==> src/rtl/mcs_pkg.sv <==
`timescale 1ns / 1ps
`default_nettype none

package mcs_pkg;

    // Request opcodes
    localparam logic [2:0] OP_APPEND = 3'd0;
    localparam logic [2:0] OP_REMOVE = 3'd1;
    localparam logic [2:0] OP_CLEAR  = 3'd2;
    localparam logic [2:0] OP_RUN    = 3'd3;
    localparam logic [2:0] OP_STOP   = 3'd4;
    localparam logic [2:0] OP_TICK   = 3'd5;

    // Command kinds held in the table
    localparam logic [1:0] KIND_MOVE = 2'd0;
    localparam logic [1:0] KIND_WAIT = 2'd1;
    localparam logic [1:0] KIND_LOOP = 2'd2;

    // Result events
    localparam logic [1:0] EV_NONE   = 2'd0;
    localparam logic [1:0] EV_REJECT = 2'd1;
    localparam logic [1:0] EV_MOVE   = 2'd2;
    localparam logic [1:0] EV_DONE   = 2'd3;

    localparam int VALUE_W = 23;
    localparam int ENTRY_W = 25;

    localparam logic [9:0]  SETTLE_RESET = 10'd100;
    localparam logic [15:0] SAT16        = 16'hFFFF;

    // Controller to datapath
    typedef struct packed {
        logic latch;      // capture the accepted input beat
        logic exec;       // decode cycle: run edits, run, stop; issue step read
        logic tick;       // evaluate the current step with the read entry
        logic shift;      // step of the remove shift-down
        logic load_out;   // move the result into the output register
    } mcs_cmd_t;

    // Datapath to controller
    typedef struct packed {
        logic [2:0] op;
        logic       remove_ok;
        logic       shift_done;
    } mcs_sts_t;

endpackage

`default_nettype wire

==> src/rtl/mcs_ram.sv <==
`timescale 1ns / 1ps
`default_nettype none

module mcs_ram #(
    parameter int WIDTH = 25,
    parameter int DEPTH = 64
) (
    input  wire logic                     aclk,
    input  wire logic                     we,
    input  wire logic [$clog2(DEPTH)-1:0] waddr,
    input  wire logic [WIDTH-1:0]         wdata,
    input  wire logic [$clog2(DEPTH)-1:0] raddr,
    output logic      [WIDTH-1:0]         rdata
);

    logic [WIDTH-1:0] mem [DEPTH];

    // One write port, one registered read port
    always_ff @(posedge aclk) begin
        if (we) begin
            mem[waddr] <= wdata;
        end
        rdata <= mem[raddr];
    end

endmodule

`default_nettype wire

==> src/rtl/mcs_ctrl.sv <==
`timescale 1ns / 1ps
`default_nettype none

module mcs_ctrl
    import mcs_pkg::*;
(
    input  wire logic     aclk,
    input  wire logic     aresetn,
    input  wire logic     s_tvalid,
    output logic          s_tready,
    output logic          m_tvalid,
    input  wire logic     m_tready,
    output mcs_cmd_t      cmd,
    input  wire mcs_sts_t sts
);

    typedef enum logic [2:0] {
        ST_IDLE,
        ST_DECODE,
        ST_TICK,
        ST_SHIFT,
        ST_RESP
    } state_t;

    state_t state_reg;
    state_t state_next;
    logic   m_tvalid_reg;
    logic   m_tvalid_next;
    logic   accept;
    logic   out_free;

    assign s_tready = (state_reg == ST_IDLE);
    assign m_tvalid = m_tvalid_reg;
    assign accept   = s_tvalid && s_tready;
    assign out_free = !m_tvalid_reg || m_tready;

    // Drive datapath commands from the current state
    always_comb begin
        cmd          = '0;
        cmd.latch    = accept;
        cmd.exec     = (state_reg == ST_DECODE);
        cmd.tick     = (state_reg == ST_TICK);
        cmd.shift    = (state_reg == ST_SHIFT);
        cmd.load_out = (state_reg == ST_RESP) && out_free;
    end

    // Sequence one request and hand the result to the output register
    always_comb begin
        state_next    = state_reg;
        m_tvalid_next = m_tvalid_reg && !m_tready;
        case (state_reg)
            ST_IDLE: begin
                if (accept) begin
                    state_next = ST_DECODE;
                end
            end
            ST_DECODE: begin
                if (sts.op == OP_TICK) begin
                    state_next = ST_TICK;
                end else if (sts.op == OP_REMOVE && sts.remove_ok) begin
                    state_next = ST_SHIFT;
                end else begin
                    state_next = ST_RESP;
                end
            end
            ST_TICK: begin
                state_next = ST_RESP;
            end
            ST_SHIFT: begin
                if (sts.shift_done) begin
                    state_next = ST_RESP;
                end
            end
            ST_RESP: begin
                if (out_free) begin
                    m_tvalid_next = 1'b1;
                    state_next    = ST_IDLE;
                end
            end
            default: begin
                state_next = ST_IDLE;
            end
        endcase
    end

    always_ff @(posedge aclk) begin
        if (!aresetn) begin
            state_reg    <= ST_IDLE;
            m_tvalid_reg <= 1'b0;
        end else begin
            state_reg    <= state_next;
            m_tvalid_reg <= m_tvalid_next;
        end
    end

    // An accepted beat always goes to decode next
    assert property (@(posedge aclk) disable iff (!aresetn)
        accept |=> state_reg == ST_DECODE)
        else $error("accepted beat did not enter decode");

    // A loaded result shows up as a valid output beat
    assert property (@(posedge aclk) disable iff (!aresetn)
        cmd.load_out |=> m_tvalid_reg && state_reg == ST_IDLE)
        else $error("result load lost");

    // Shift continues until the datapath reports it finished
    assert property (@(posedge aclk) disable iff (!aresetn)
        (state_reg == ST_SHIFT && !sts.shift_done) |=> state_reg == ST_SHIFT)
        else $error("shift left early");

endmodule

`default_nettype wire

==> src/rtl/mcs_datapath.sv <==
`timescale 1ns / 1ps
`default_nettype none

module mcs_datapath
    import mcs_pkg::*;
#(
    parameter int MAX_COMMANDS = 64
) (
    input  wire logic               aclk,
    input  wire logic               aresetn,
    input  wire logic               cfg_wen,
    input  wire logic [9:0]         cfg_wdata,
    input  wire logic [2:0]         in_opcode,
    input  wire logic [1:0]         in_kind,
    input  wire logic [VALUE_W-1:0] in_value,
    input  wire logic [5:0]         in_index,
    input  wire logic [9:0]         in_tick,
    input  wire logic               in_reached,
    input  wire mcs_cmd_t           cmd,
    output mcs_sts_t                sts,
    output logic [1:0]              out_event,
    output logic [VALUE_W-1:0]      out_target,
    output logic                    out_running,
    output logic [6:0]              out_step,
    output logic [6:0]              out_count,
    output logic [15:0]             out_loops
);

    localparam int CNT_W = $clog2(MAX_COMMANDS + 1);
    localparam int AW    = $clog2(MAX_COMMANDS);
    localparam int CMP_W = (CNT_W > 6) ? CNT_W : 6;
    localparam logic [CNT_W-1:0] MAX_CNT = CNT_W'(MAX_COMMANDS);

    // Latched request
    logic [2:0]         op_reg;
    logic [1:0]         kind_reg;
    logic [VALUE_W-1:0] val_reg;
    logic [5:0]         idx_reg;
    logic [9:0]         tick_reg;
    logic               reach_reg;

    // Sequencer state
    logic [CNT_W-1:0]   total_reg,   total_next;
    logic [CNT_W-1:0]   ptr_reg,     ptr_next;
    logic [15:0]        tally_reg,   tally_next;
    logic               active_reg,  active_next;
    logic               begun_reg,   begun_next;
    logic [15:0]        elapsed_reg, elapsed_next;
    logic [9:0]         settle_reg;

    // Shift-down pointers and pending result
    logic [CNT_W-1:0]   rptr_reg,    rptr_next;
    logic               pend_reg,    pend_next;
    logic [1:0]         ev_reg,      ev_next;
    logic [VALUE_W-1:0] tgt_reg,     tgt_next;

    // Output payload
    logic [1:0]         m_event_reg;
    logic [VALUE_W-1:0] m_target_reg;
    logic               m_running_reg;
    logic [6:0]         m_step_reg;
    logic [6:0]         m_count_reg;
    logic [15:0]        m_loops_reg;

    // Store access
    logic               ram_we;
    logic [AW-1:0]      ram_waddr;
    logic [ENTRY_W-1:0] ram_wdata;
    logic [AW-1:0]      ram_raddr;
    logic [ENTRY_W-1:0] ram_rdata;
    logic [CNT_W-1:0]   wr_back;

    // Decode helpers
    logic               append_ok;
    logic               remove_ok;
    logic [CNT_W-1:0]   rptr_init;
    logic [1:0]         e_kind;
    logic [VALUE_W-1:0] e_val;
    logic [16:0]        sum17;
    logic [15:0]        sum_sat;
    logic [15:0]        wait_elapsed;
    logic [15:0]        need;
    logic               val_zero;
    logic               val_pos;
    logic               tally_lt;

    assign append_ok = !active_reg && (total_reg < MAX_CNT)
                       && (kind_reg == KIND_MOVE || kind_reg == KIND_WAIT
                           || kind_reg == KIND_LOOP);
    assign remove_ok = !active_reg && (CMP_W'(idx_reg) < CMP_W'(total_reg));
    assign rptr_init = CNT_W'(CMP_W'(idx_reg) + CMP_W'(1));
    assign wr_back   = rptr_reg - CNT_W'(2);

    assign sts.op         = op_reg;
    assign sts.remove_ok  = remove_ok;
    assign sts.shift_done = !pend_reg && (rptr_reg >= total_reg);

    // Entry fields and step arithmetic
    assign e_kind       = ram_rdata[ENTRY_W-1:VALUE_W];
    assign e_val        = ram_rdata[VALUE_W-1:0];
    assign sum17        = {1'b0, elapsed_reg} + {7'b0, tick_reg};
    assign sum_sat      = sum17[16] ? SAT16 : sum17[15:0];
    assign wait_elapsed = begun_reg ? sum_sat : 16'd0;
    assign val_zero     = (e_val == '0);
    assign val_pos      = !e_val[VALUE_W-1] && !val_zero;
    assign tally_lt     = {7'b0, tally_reg} < e_val;

    // Clamp a wait time to the elapsed counter range
    always_comb begin
        if (e_val[VALUE_W-1]) begin
            need = 16'd0;
        end else if (|e_val[VALUE_W-2:16]) begin
            need = SAT16;
        end else begin
            need = e_val[15:0];
        end
    end

    // Store port selection
    always_comb begin
        ram_we    = 1'b0;
        ram_waddr = total_reg[AW-1:0];
        ram_wdata = {kind_reg, val_reg};
        ram_raddr = ptr_reg[AW-1:0];
        if (cmd.exec && op_reg == OP_APPEND && append_ok) begin
            ram_we = 1'b1;
        end
        if (cmd.shift) begin
            ram_raddr = rptr_reg[AW-1:0];
            ram_we    = pend_reg;
            ram_waddr = wr_back[AW-1:0];
            ram_wdata = ram_rdata;
        end
    end

    // Next state of the sequencer
    always_comb begin
        total_next   = total_reg;
        ptr_next     = ptr_reg;
        tally_next   = tally_reg;
        active_next  = active_reg;
        begun_next   = begun_reg;
        elapsed_next = elapsed_reg;
        rptr_next    = rptr_reg;
        pend_next    = pend_reg;
        ev_next      = ev_reg;
        tgt_next     = tgt_reg;

        if (cmd.exec) begin
            ev_next  = EV_NONE;
            tgt_next = '0;
            case (op_reg)
                OP_APPEND: begin
                    if (append_ok) begin
                        total_next = total_reg + CNT_W'(1);
                    end else begin
                        ev_next = EV_REJECT;
                    end
                end
                OP_REMOVE: begin
                    if (remove_ok) begin
                        rptr_next = rptr_init;
                        pend_next = 1'b0;
                    end else begin
                        ev_next = EV_REJECT;
                    end
                end
                OP_CLEAR: begin
                    if (active_reg) begin
                        ev_next = EV_REJECT;
                    end else begin
                        total_next = '0;
                    end
                end
                OP_RUN: begin
                    if (active_reg || total_reg == '0) begin
                        ev_next = EV_REJECT;
                    end else begin
                        ptr_next     = '0;
                        tally_next   = '0;
                        active_next  = 1'b1;
                        begun_next   = 1'b0;
                        elapsed_next = '0;
                    end
                end
                OP_STOP: begin
                    active_next = 1'b0;
                end
                default: begin
                end
            endcase
        end

        // Evaluate the current step
        if (cmd.tick && active_reg) begin
            if (ptr_reg >= total_reg) begin
                active_next = 1'b0;
                ev_next     = EV_DONE;
            end else begin
                case (e_kind)
                    KIND_MOVE: begin
                        if (!begun_reg) begin
                            begun_next   = 1'b1;
                            elapsed_next = '0;
                            tgt_next     = e_val;
                            ev_next      = EV_MOVE;
                        end else begin
                            elapsed_next = sum_sat;
                            if (sum_sat > {6'b0, settle_reg} && reach_reg) begin
                                begun_next = 1'b0;
                                ptr_next   = ptr_reg + CNT_W'(1);
                            end
                        end
                    end
                    KIND_WAIT: begin
                        begun_next   = 1'b1;
                        elapsed_next = wait_elapsed;
                        if (wait_elapsed >= need) begin
                            begun_next = 1'b0;
                            ptr_next   = ptr_reg + CNT_W'(1);
                        end
                    end
                    default: begin
                        if (val_zero || (val_pos && tally_lt)) begin
                            ptr_next   = '0;
                            begun_next = 1'b0;
                            if (tally_reg != SAT16) begin
                                tally_next = tally_reg + 16'd1;
                            end
                        end else begin
                            ptr_next = ptr_reg + CNT_W'(1);
                        end
                    end
                endcase
            end
        end

        // Shift entries down one per cycle behind the read
        if (cmd.shift) begin
            pend_next = (rptr_reg < total_reg);
            if (rptr_reg < total_reg) begin
                rptr_next = rptr_reg + CNT_W'(1);
            end
            if (!pend_reg && rptr_reg >= total_reg) begin
                total_next = total_reg - CNT_W'(1);
            end
        end
    end

    // Capture the request beat
    always_ff @(posedge aclk) begin
        if (cmd.latch) begin
            op_reg    <= in_opcode;
            kind_reg  <= in_kind;
            val_reg   <= in_value;
            idx_reg   <= in_index;
            tick_reg  <= in_tick;
            reach_reg <= in_reached;
        end
    end

    // Hold control state
    always_ff @(posedge aclk) begin
        if (!aresetn) begin
            total_reg   <= '0;
            ptr_reg     <= '0;
            tally_reg   <= '0;
            active_reg  <= 1'b0;
            begun_reg   <= 1'b0;
            elapsed_reg <= '0;
            settle_reg  <= SETTLE_RESET;
            pend_reg    <= 1'b0;
        end else begin
            total_reg   <= total_next;
            ptr_reg     <= ptr_next;
            tally_reg   <= tally_next;
            active_reg  <= active_next;
            begun_reg   <= begun_next;
            elapsed_reg <= elapsed_next;
            pend_reg    <= pend_next;
            if (cfg_wen) begin
                settle_reg <= cfg_wdata;
            end
        end
    end

    // Working payload and output register
    always_ff @(posedge aclk) begin
        rptr_reg <= rptr_next;
        ev_reg   <= ev_next;
        tgt_reg  <= tgt_next;
        if (cmd.load_out) begin
            m_event_reg   <= ev_reg;
            m_target_reg  <= (ev_reg == EV_MOVE) ? tgt_reg : '0;
            m_running_reg <= active_reg;
            m_step_reg    <= 7'(ptr_reg);
            m_count_reg   <= 7'(total_reg);
            m_loops_reg   <= tally_reg;
        end
    end

    assign out_event   = m_event_reg;
    assign out_target  = m_target_reg;
    assign out_running = m_running_reg;
    assign out_step    = m_step_reg;
    assign out_count   = m_count_reg;
    assign out_loops   = m_loops_reg;

    mcs_ram #(
        .WIDTH (ENTRY_W),
        .DEPTH (MAX_COMMANDS)
    ) u_store (
        .aclk  (aclk),
        .we    (ram_we),
        .waddr (ram_waddr),
        .wdata (ram_wdata),
        .raddr (ram_raddr),
        .rdata (ram_rdata)
    );

    // Table never grows past its capacity
    assert property (@(posedge aclk) disable iff (!aresetn)
        total_reg <= MAX_CNT)
        else $error("command count beyond capacity");

    // Table is frozen while the sequence runs
    assert property (@(posedge aclk) disable iff (!aresetn)
        active_reg |=> total_reg == $past(total_reg))
        else $error("table edited while running");

    // Running step never passes the end of the table
    assert property (@(posedge aclk) disable iff (!aresetn)
        active_reg |-> ptr_reg <= total_reg)
        else $error("step pointer beyond table");

endmodule

`default_nettype wire

==> src/rtl/motion_command_sequencer.sv <==
// Sequencing: an accepted request beat is decoded; a tick then evaluates the current step, and a
//   valid remove shifts the n = entry_count - entry_index - 1 later entries down one per cycle
//   behind the read; the result is then loaded into the output register once it is free.
// Throughput: one request at a time; the next beat is taken the cycle after the
//   result is registered.
// Reset (aresetn low, synchronous): table empty, sequence stopped, counters zero,
//   settle_ms back to 100; table contents are left as they are, with no clearing pass.
`timescale 1ns / 1ps
`default_nettype none

module motion_command_sequencer
    import mcs_pkg::*;
#(
    parameter int MAX_COMMANDS = 64
) (
    input  wire logic        aclk,
    input  wire logic        aresetn,
    input  wire logic        cfg_wen,
    input  wire logic [9:0]  cfg_wdata,   // settle_ms
    input  wire logic        s_tvalid,
    output logic             s_tready,
    input  wire logic [39:0] s_tdata,     // cmd_value[22:0], entry_index[28:23],
                                          // tick_ms[38:29], target_reached[39]
    input  wire logic [4:0]  s_tuser,     // opcode[2:0], cmd_kind[4:3]
    output logic             m_tvalid,
    input  wire logic        m_tready,
    output logic [55:0]      m_tdata,     // move_target[22:0], running[23],
                                          // current_step[30:24], entry_count[37:31],
                                          // loops_done[53:38], zero[55:54]
    output logic [1:0]       m_tuser      // event_res[1:0]
);

    mcs_cmd_t           cmd;
    mcs_sts_t           sts;
    logic [VALUE_W-1:0] out_target;
    logic               out_running;
    logic [6:0]         out_step;
    logic [6:0]         out_count;
    logic [15:0]        out_loops;

    mcs_ctrl u_ctrl (
        .aclk     (aclk),
        .aresetn  (aresetn),
        .s_tvalid (s_tvalid),
        .s_tready (s_tready),
        .m_tvalid (m_tvalid),
        .m_tready (m_tready),
        .cmd      (cmd),
        .sts      (sts)
    );

    mcs_datapath #(
        .MAX_COMMANDS (MAX_COMMANDS)
    ) u_datapath (
        .aclk        (aclk),
        .aresetn     (aresetn),
        .cfg_wen     (cfg_wen),
        .cfg_wdata   (cfg_wdata),
        .in_opcode   (s_tuser[2:0]),
        .in_kind     (s_tuser[4:3]),
        .in_value    (s_tdata[22:0]),
        .in_index    (s_tdata[28:23]),
        .in_tick     (s_tdata[38:29]),
        .in_reached  (s_tdata[39]),
        .cmd         (cmd),
        .sts         (sts),
        .out_event   (m_tuser),
        .out_target  (out_target),
        .out_running (out_running),
        .out_step    (out_step),
        .out_count   (out_count),
        .out_loops   (out_loops)
    );

    // Pack the result beat
    assign m_tdata = {2'b00, out_loops, out_count, out_step, out_running, out_target};

endmodule

`default_nettype wire
==> config.mk <==
export PLATFORM = sky130hd
export DESIGN_NAME = motion_command_sequencer
export DESIGN_NICKNAME = d
export VERILOG_FILES = /design/src/rtl/mcs_pkg.sv /design/src/rtl/mcs_ram.sv /design/src/rtl/mcs_ctrl.sv /design/src/rtl/mcs_datapath.sv /design/src/rtl/motion_command_sequencer.sv
export SDC_FILE = /design/constraint.sdc
export NUM_CORES = 2
export LEC_CHECK = 0
export BUFFER_PORTS_ARGS = -buffer_cell sky130_fd_sc_hd__buf_2
export CORE_ASPECT_RATIO = 0.75
export CORE_MARGIN = 3
export CORE_UTILIZATION = 30
export CTS_CLUSTER_SIZE = 20
export DETAILED_ROUTE_END_ITERATION = 6
export GPL_TIMING_DRIVEN = 0
export MAX_ROUTING_LAYER = met4
export PLACE_DENSITY = 0.54
export SYNTH_ARGS = -nofsm -noshare
export SYNTH_HDL_FRONTEND = slang
export SYNTH_SLANG_ARGS = --single-unit
==> constraint.sdc <==
create_clock -name aclk -period 6.4 [get_ports aclk]
set_input_delay 0.64 -clock aclk [delete_from_list [all_inputs] [get_ports aclk]]
set_output_delay 0.64 -clock aclk [all_outputs]
set_load 0.01 [all_outputs]
==> flow_summary_export.csv <==
group,metric,value,unit
route,drc,0,
setup_path,required,6980,ps
yosys,syn_avg_cell_area,18.2,sq um
sta,timing.final.ws_setup,162,ps
route,avgRoutedWirePerCell,24.7,um
floorplanning,die_area,247000,sq um
grt,antenna_found_initial,6,
yosys,yosys.area_share.simple,5.09,%
clocking,clkLatencyLatePin,830,ps
finish,final_util,35.5,%
power_and_ir_drop,switchingPower,5.02,mW
sta,fin_tns_setup,0,ps
finish,largest_register,"u_datapath.u_store.mem",
sta,relSlewSlack,-16.8,%
setup_path,crit_top_cell,"buf_2",
clocking,clock-sinks,1821,
worst_hold_path,hold_path_startpoint,"cfg_wdata[2]",
setup_path,worst-path-buf-inv,4,
yosys,synth-adder-area-share,1.39,%
yosys,ys_warn_count,0,
clocking,clockRootBuffer,"clkbuf_16",
clocking,cts.repair.resized,0,
route,dr.pass1.iters,5,
status,outcome,"finished with violations",
finish,reg_top3,"u_datapath.u_store.mem x1600, u_datapath.u_store.rdata x25",
power_and_ir_drop,internal-power,19.1,mW
route,final_antenna_net_count,0,
yosys,syn_area,72400,sq um
floorplanning,fp.coreArea,239000,sq um
clocking,h-tree-depth,4,
yosys,async_flop_share,0,%
power_and_ir_drop,leakagePower,27.1,nW
power_and_ir_drop,vdd_drop_max,266,uV
sta,report.final.slew_viol_count,4,
worst_hold_path,hold_end,"u_datapath.settle_reg[2]$_SDFFE_PN1P_",
power_and_ir_drop,swShare,20.8,%
clocking,cts_buffers,176,
setup_path,crit_family,"compound AO/OA/AOI/OAI gates",
power_and_ir_drop,pwr-share-seq,54.7,%
grt,grt_pass1_wl,276000,um
setup_path,critical_path_cell_count,12,
setup_path,cp_max_fo,11,
flow_run,drv_cap,3,
worst_hold_path,worst_hold_path_type,"input pin to flop",
route,vias,39051,
power_and_ir_drop,finalPower,24.1,mW
setup_path,r2r_cells,12,
grt,grt_pass1_vias,38917,
finish,drive_gt1_share,22.2,%
route,drt-initial-drc-count,4336,
sta,grt_setup_unrepaired,"no",
setup_path,startpoint_type,"flop",
floorplanning,start_util,30.3,%
floorplanning,die_h,432,um
setup_path,ff2ff_setup_slack,160,ps
yosys,synth_edf_count,1701,
sta,tightest_slew,1740,ps
floorplanning,rows,155,
setup_path,critical_path_arrival,6820,ps
yosys,yosysSeqAreaShare,73.8,%
finish,largest_register_ffs,1600,
yosys,netlist_instances,3975,
yosys,post_synth_num_cell_types,76,
finish,stdcell_count,7725,
clocking,clockBufferDepth,4,
power_and_ir_drop,comb_power_share,3.0,%
power_and_ir_drop,clock_power_share,42.3,%
setup_path,rr_endpoint,"u_datapath.u_store.rdata[9]$_DFF_P_",
yosys,synth_compound_area_share,5.11,%
yosys,synth-xor-area-share,0.302,%
grt,grt_max_degree,37,
finish,fill_cells,22470,
placement,dpl.hpwl,131000,um
status,violations,"capacitance limit, slew limit",
yosys,synthFlopType,"edfxtp_1",
clocking,holdBufCountCts,44,
floorplanning,io_pins,120,
yosys,synth_top_family_by_area,"multiplexers",
sta,hold_violations,0,
power_and_ir_drop,p_per_area,285,nW/um^2
placement,port_buffers,116,
clocking,cts_tree,"yes",
sta,fin_crit_sh,97.5,%
grt,grt_use_total,15.6,%
setup_path,cp_slowest_stage_delay,1450,ps
sta,period_needed,6240,ps
sta,fin_skew,67.3,ps
finish,nets,4508,
worst_hold_path,holdPathStages,3,
yosys,synth_mux_area_share,12.6,%
route,wl,191000,um
placement,dp_slack,330,ps
setup_path,crit_chain,"nor2b_1 > nand2_1 > buf_2 > a21oi_2 > buf_2 > clkbuf_1 > buf_2 > mux4_2 > a211oi_1 > a31oi_1 > a211oi_1 > a21oi_1",
setup_path,r2r-start,"u_ctrl.state_reg[1]$_SDFFE_PN0P_",
placement,gp_congestion,1.02,
route,viasPerCell,5.06,
grt,grt-ovfl-total,0,
clocking,cts_setup_buffers,0,
placement,dp.cells,7364,
sta,setup_viol,0,
setup_path,crit_type,"flop to flop",
setup_path,crit_slowest_cell,"a211oi_1",
finish,syn_to_final_growth,17.0,%
yosys,synth-seq-cells,1821,
setup_path,end_kind,"flop",
sta,clock.fmax,160,MHz
floorplanning,dieWidth,573,um
clocking,clk_pin_slew,60,ps
-- power by group through the flow --
stage / clock network [mW] / registers, mW / logic (mW)
final: 10.2 / 13.2 / 0.735
after global placement: 0 / 13.5 / 0.608
after CTS: 10.4 / 13.2 / 0.735
after global routing: 10.9 / 13.2 / 0.797
after floorplan: 0 / 13.5 / 0.343
after detailed placement: 0 / 13.5 / 0.713
-- kinds of logic after synthesis --
group	Yosys count
DFF	1821
other	1
muxes	415
and+or+nand+nor	811
xor gates and xnor gates	25
buffers and inverters	279
adders and majority gates	80
AOI/OAI and AO/OA	543
-- synthesized netlist by cell type, types with 8 or more instances --
library cell     n  share of area (%)
a211oi_1       139                1.4
a21o_1          20               0.21
a21oi_1        109               0.75
a311oi_1        54               0.65
a31oi_1         71               0.61
and2_0          25               0.22
and2_1         106               0.92
and3_1          13               0.11
buf_1            9              0.047
buf_2           62               0.43
buf_4           13               0.13
clkbuf_1       137               0.71
dfxtp_1        120                3.3
edfxtp_1      1701                 71
ha_1            79                1.4
inv_1           54               0.28
mux2i_1         13               0.18
mux4_2         400                 12
nand2_1        382                2.0
nand2b_1         8              0.069
nand3_1         33               0.23
nand4_1         15               0.13
nor2_1         164               0.85
nor2b_1         13               0.11
nor3_1          17               0.12
nor4_1           8              0.069
o211ai_1         9              0.093
o21ai_0         36               0.25
o21ai_1         41               0.28
o21bai_1        16               0.17
xnor2_1         19               0.23
-- metrics by stage --
step | instance area [sq um] | hold WS, ps
finish | 84800 | 60.9
global route | 84700 | 21.1
CTS | 84700 | 0.451
detailed placement | 78800 | 422
global placement | 77000 | 432
floorplan | 72400 | 406
-- layout make-up --
| type | count | area (sq um) | share of cell area, % |
|---|---|---|---|
| Multi-Input combinational cell | 1876 | 18500 | 21.8 |
| Sequential cell | 1821 | 53500 | 63.1 |
| Inverter | 58 | 218 | 0.257 |
| Timing Repair Buffer | 214 | 2050 | 2.42 |
| Clock inverter | 92 | 873 | 1.03 |
| Clock buffer | 217 | 4620 | 5.45 |
| Antenna cell | 8 | 20.0 | 0.0236 |
| Tap cell | 3218 | 4030 | 4.75 |
| Buffer | 221 | 960 | 1.13 |
-- cells in the final DEF (no fill, tap or decap), types with 15 or more instances in the layout --
cell type / netlist / final
and2_0: 25 / 25
buf_12: 0 / 49
ha_1: 79 / 79
mux4_2: 400 / 400
a211oi_1: 139 / 133
inv_1: 54 / 54
clkinv_2: 0 / 24
nor3_1: 17 / 17
nand3_1: 33 / 33
edfxtp_1: 1701 / 1701
nand4_1: 15 / 15
a311oi_1: 54 / 54
dfxtp_1: 120 / 120
buf_2: 62 / 178
o21ai_0: 36 / 20
clkbuf_1: 137 / 171
a21oi_1: 109 / 109
clkinv_1: 0 / 37
o21ai_4: 0 / 16
o21ai_1: 41 / 41
dlygate4sd3_1: 0 / 44
clkbuf_16: 0 / 178
nand2_1: 382 / 373
o21bai_1: 16 / 16
nor2_4: 0 / 65
a31oi_1: 71 / 71
a21o_1: 20 / 20
xnor2_1: 19 / 19
bufinv_16: 0 / 16
buf_4: 13 / 17
nor2_1: 164 / 99
and2_1: 106 / 105
-- worst max-delay path by stage --
stage,from,to
3_5_place_dp,u_ctrl.state_reg[0]$_SDFFE_PN0P_,u_datapath.u_store.rdata[2]$_DFF_P_
2_1_floorplan,u_ctrl.state_reg[1]$_SDFFE_PN0P_,u_datapath.u_store.mem[0][15]$_DFFE_PP_
4_1_cts,u_ctrl.state_reg[1]$_SDFFE_PN0P_,u_datapath.u_store.rdata[2]$_DFF_P_
3_3_place_gp,u_ctrl.state_reg[1]$_SDFFE_PN0P_,u_datapath.u_store.mem[19][5]$_DFFE_PP_
5_1_grt,u_datapath.tick_reg[0]$_DFFE_PP_,u_datapath.ptr_reg[3]$_SDFF_PN0_
6_report,u_ctrl.state_reg[1]$_SDFFE_PN0P_,u_datapath.u_store.rdata[9]$_DFF_P_
-- layer usage --
metal,track usage (%),wire (um)
met1,22.7,88500
met5,-,0
met2,21.8,82900
met4,3.43,3910
met3,4.29,15800
-- worst register-to-register path: stages (launching register included) --
cell and delay, ps:
dfxtp_1 420, nor2b_1 270, nand2_1 170, buf_2 260, a21oi_2 260, buf_2 520, clkbuf_1 1070, buf_2 480
mux4_2 350, a211oi_1 300, a31oi_1 160, a211oi_1 1450, a21oi_1 280
No activity file was read; power rests on OpenSTA's default activity.
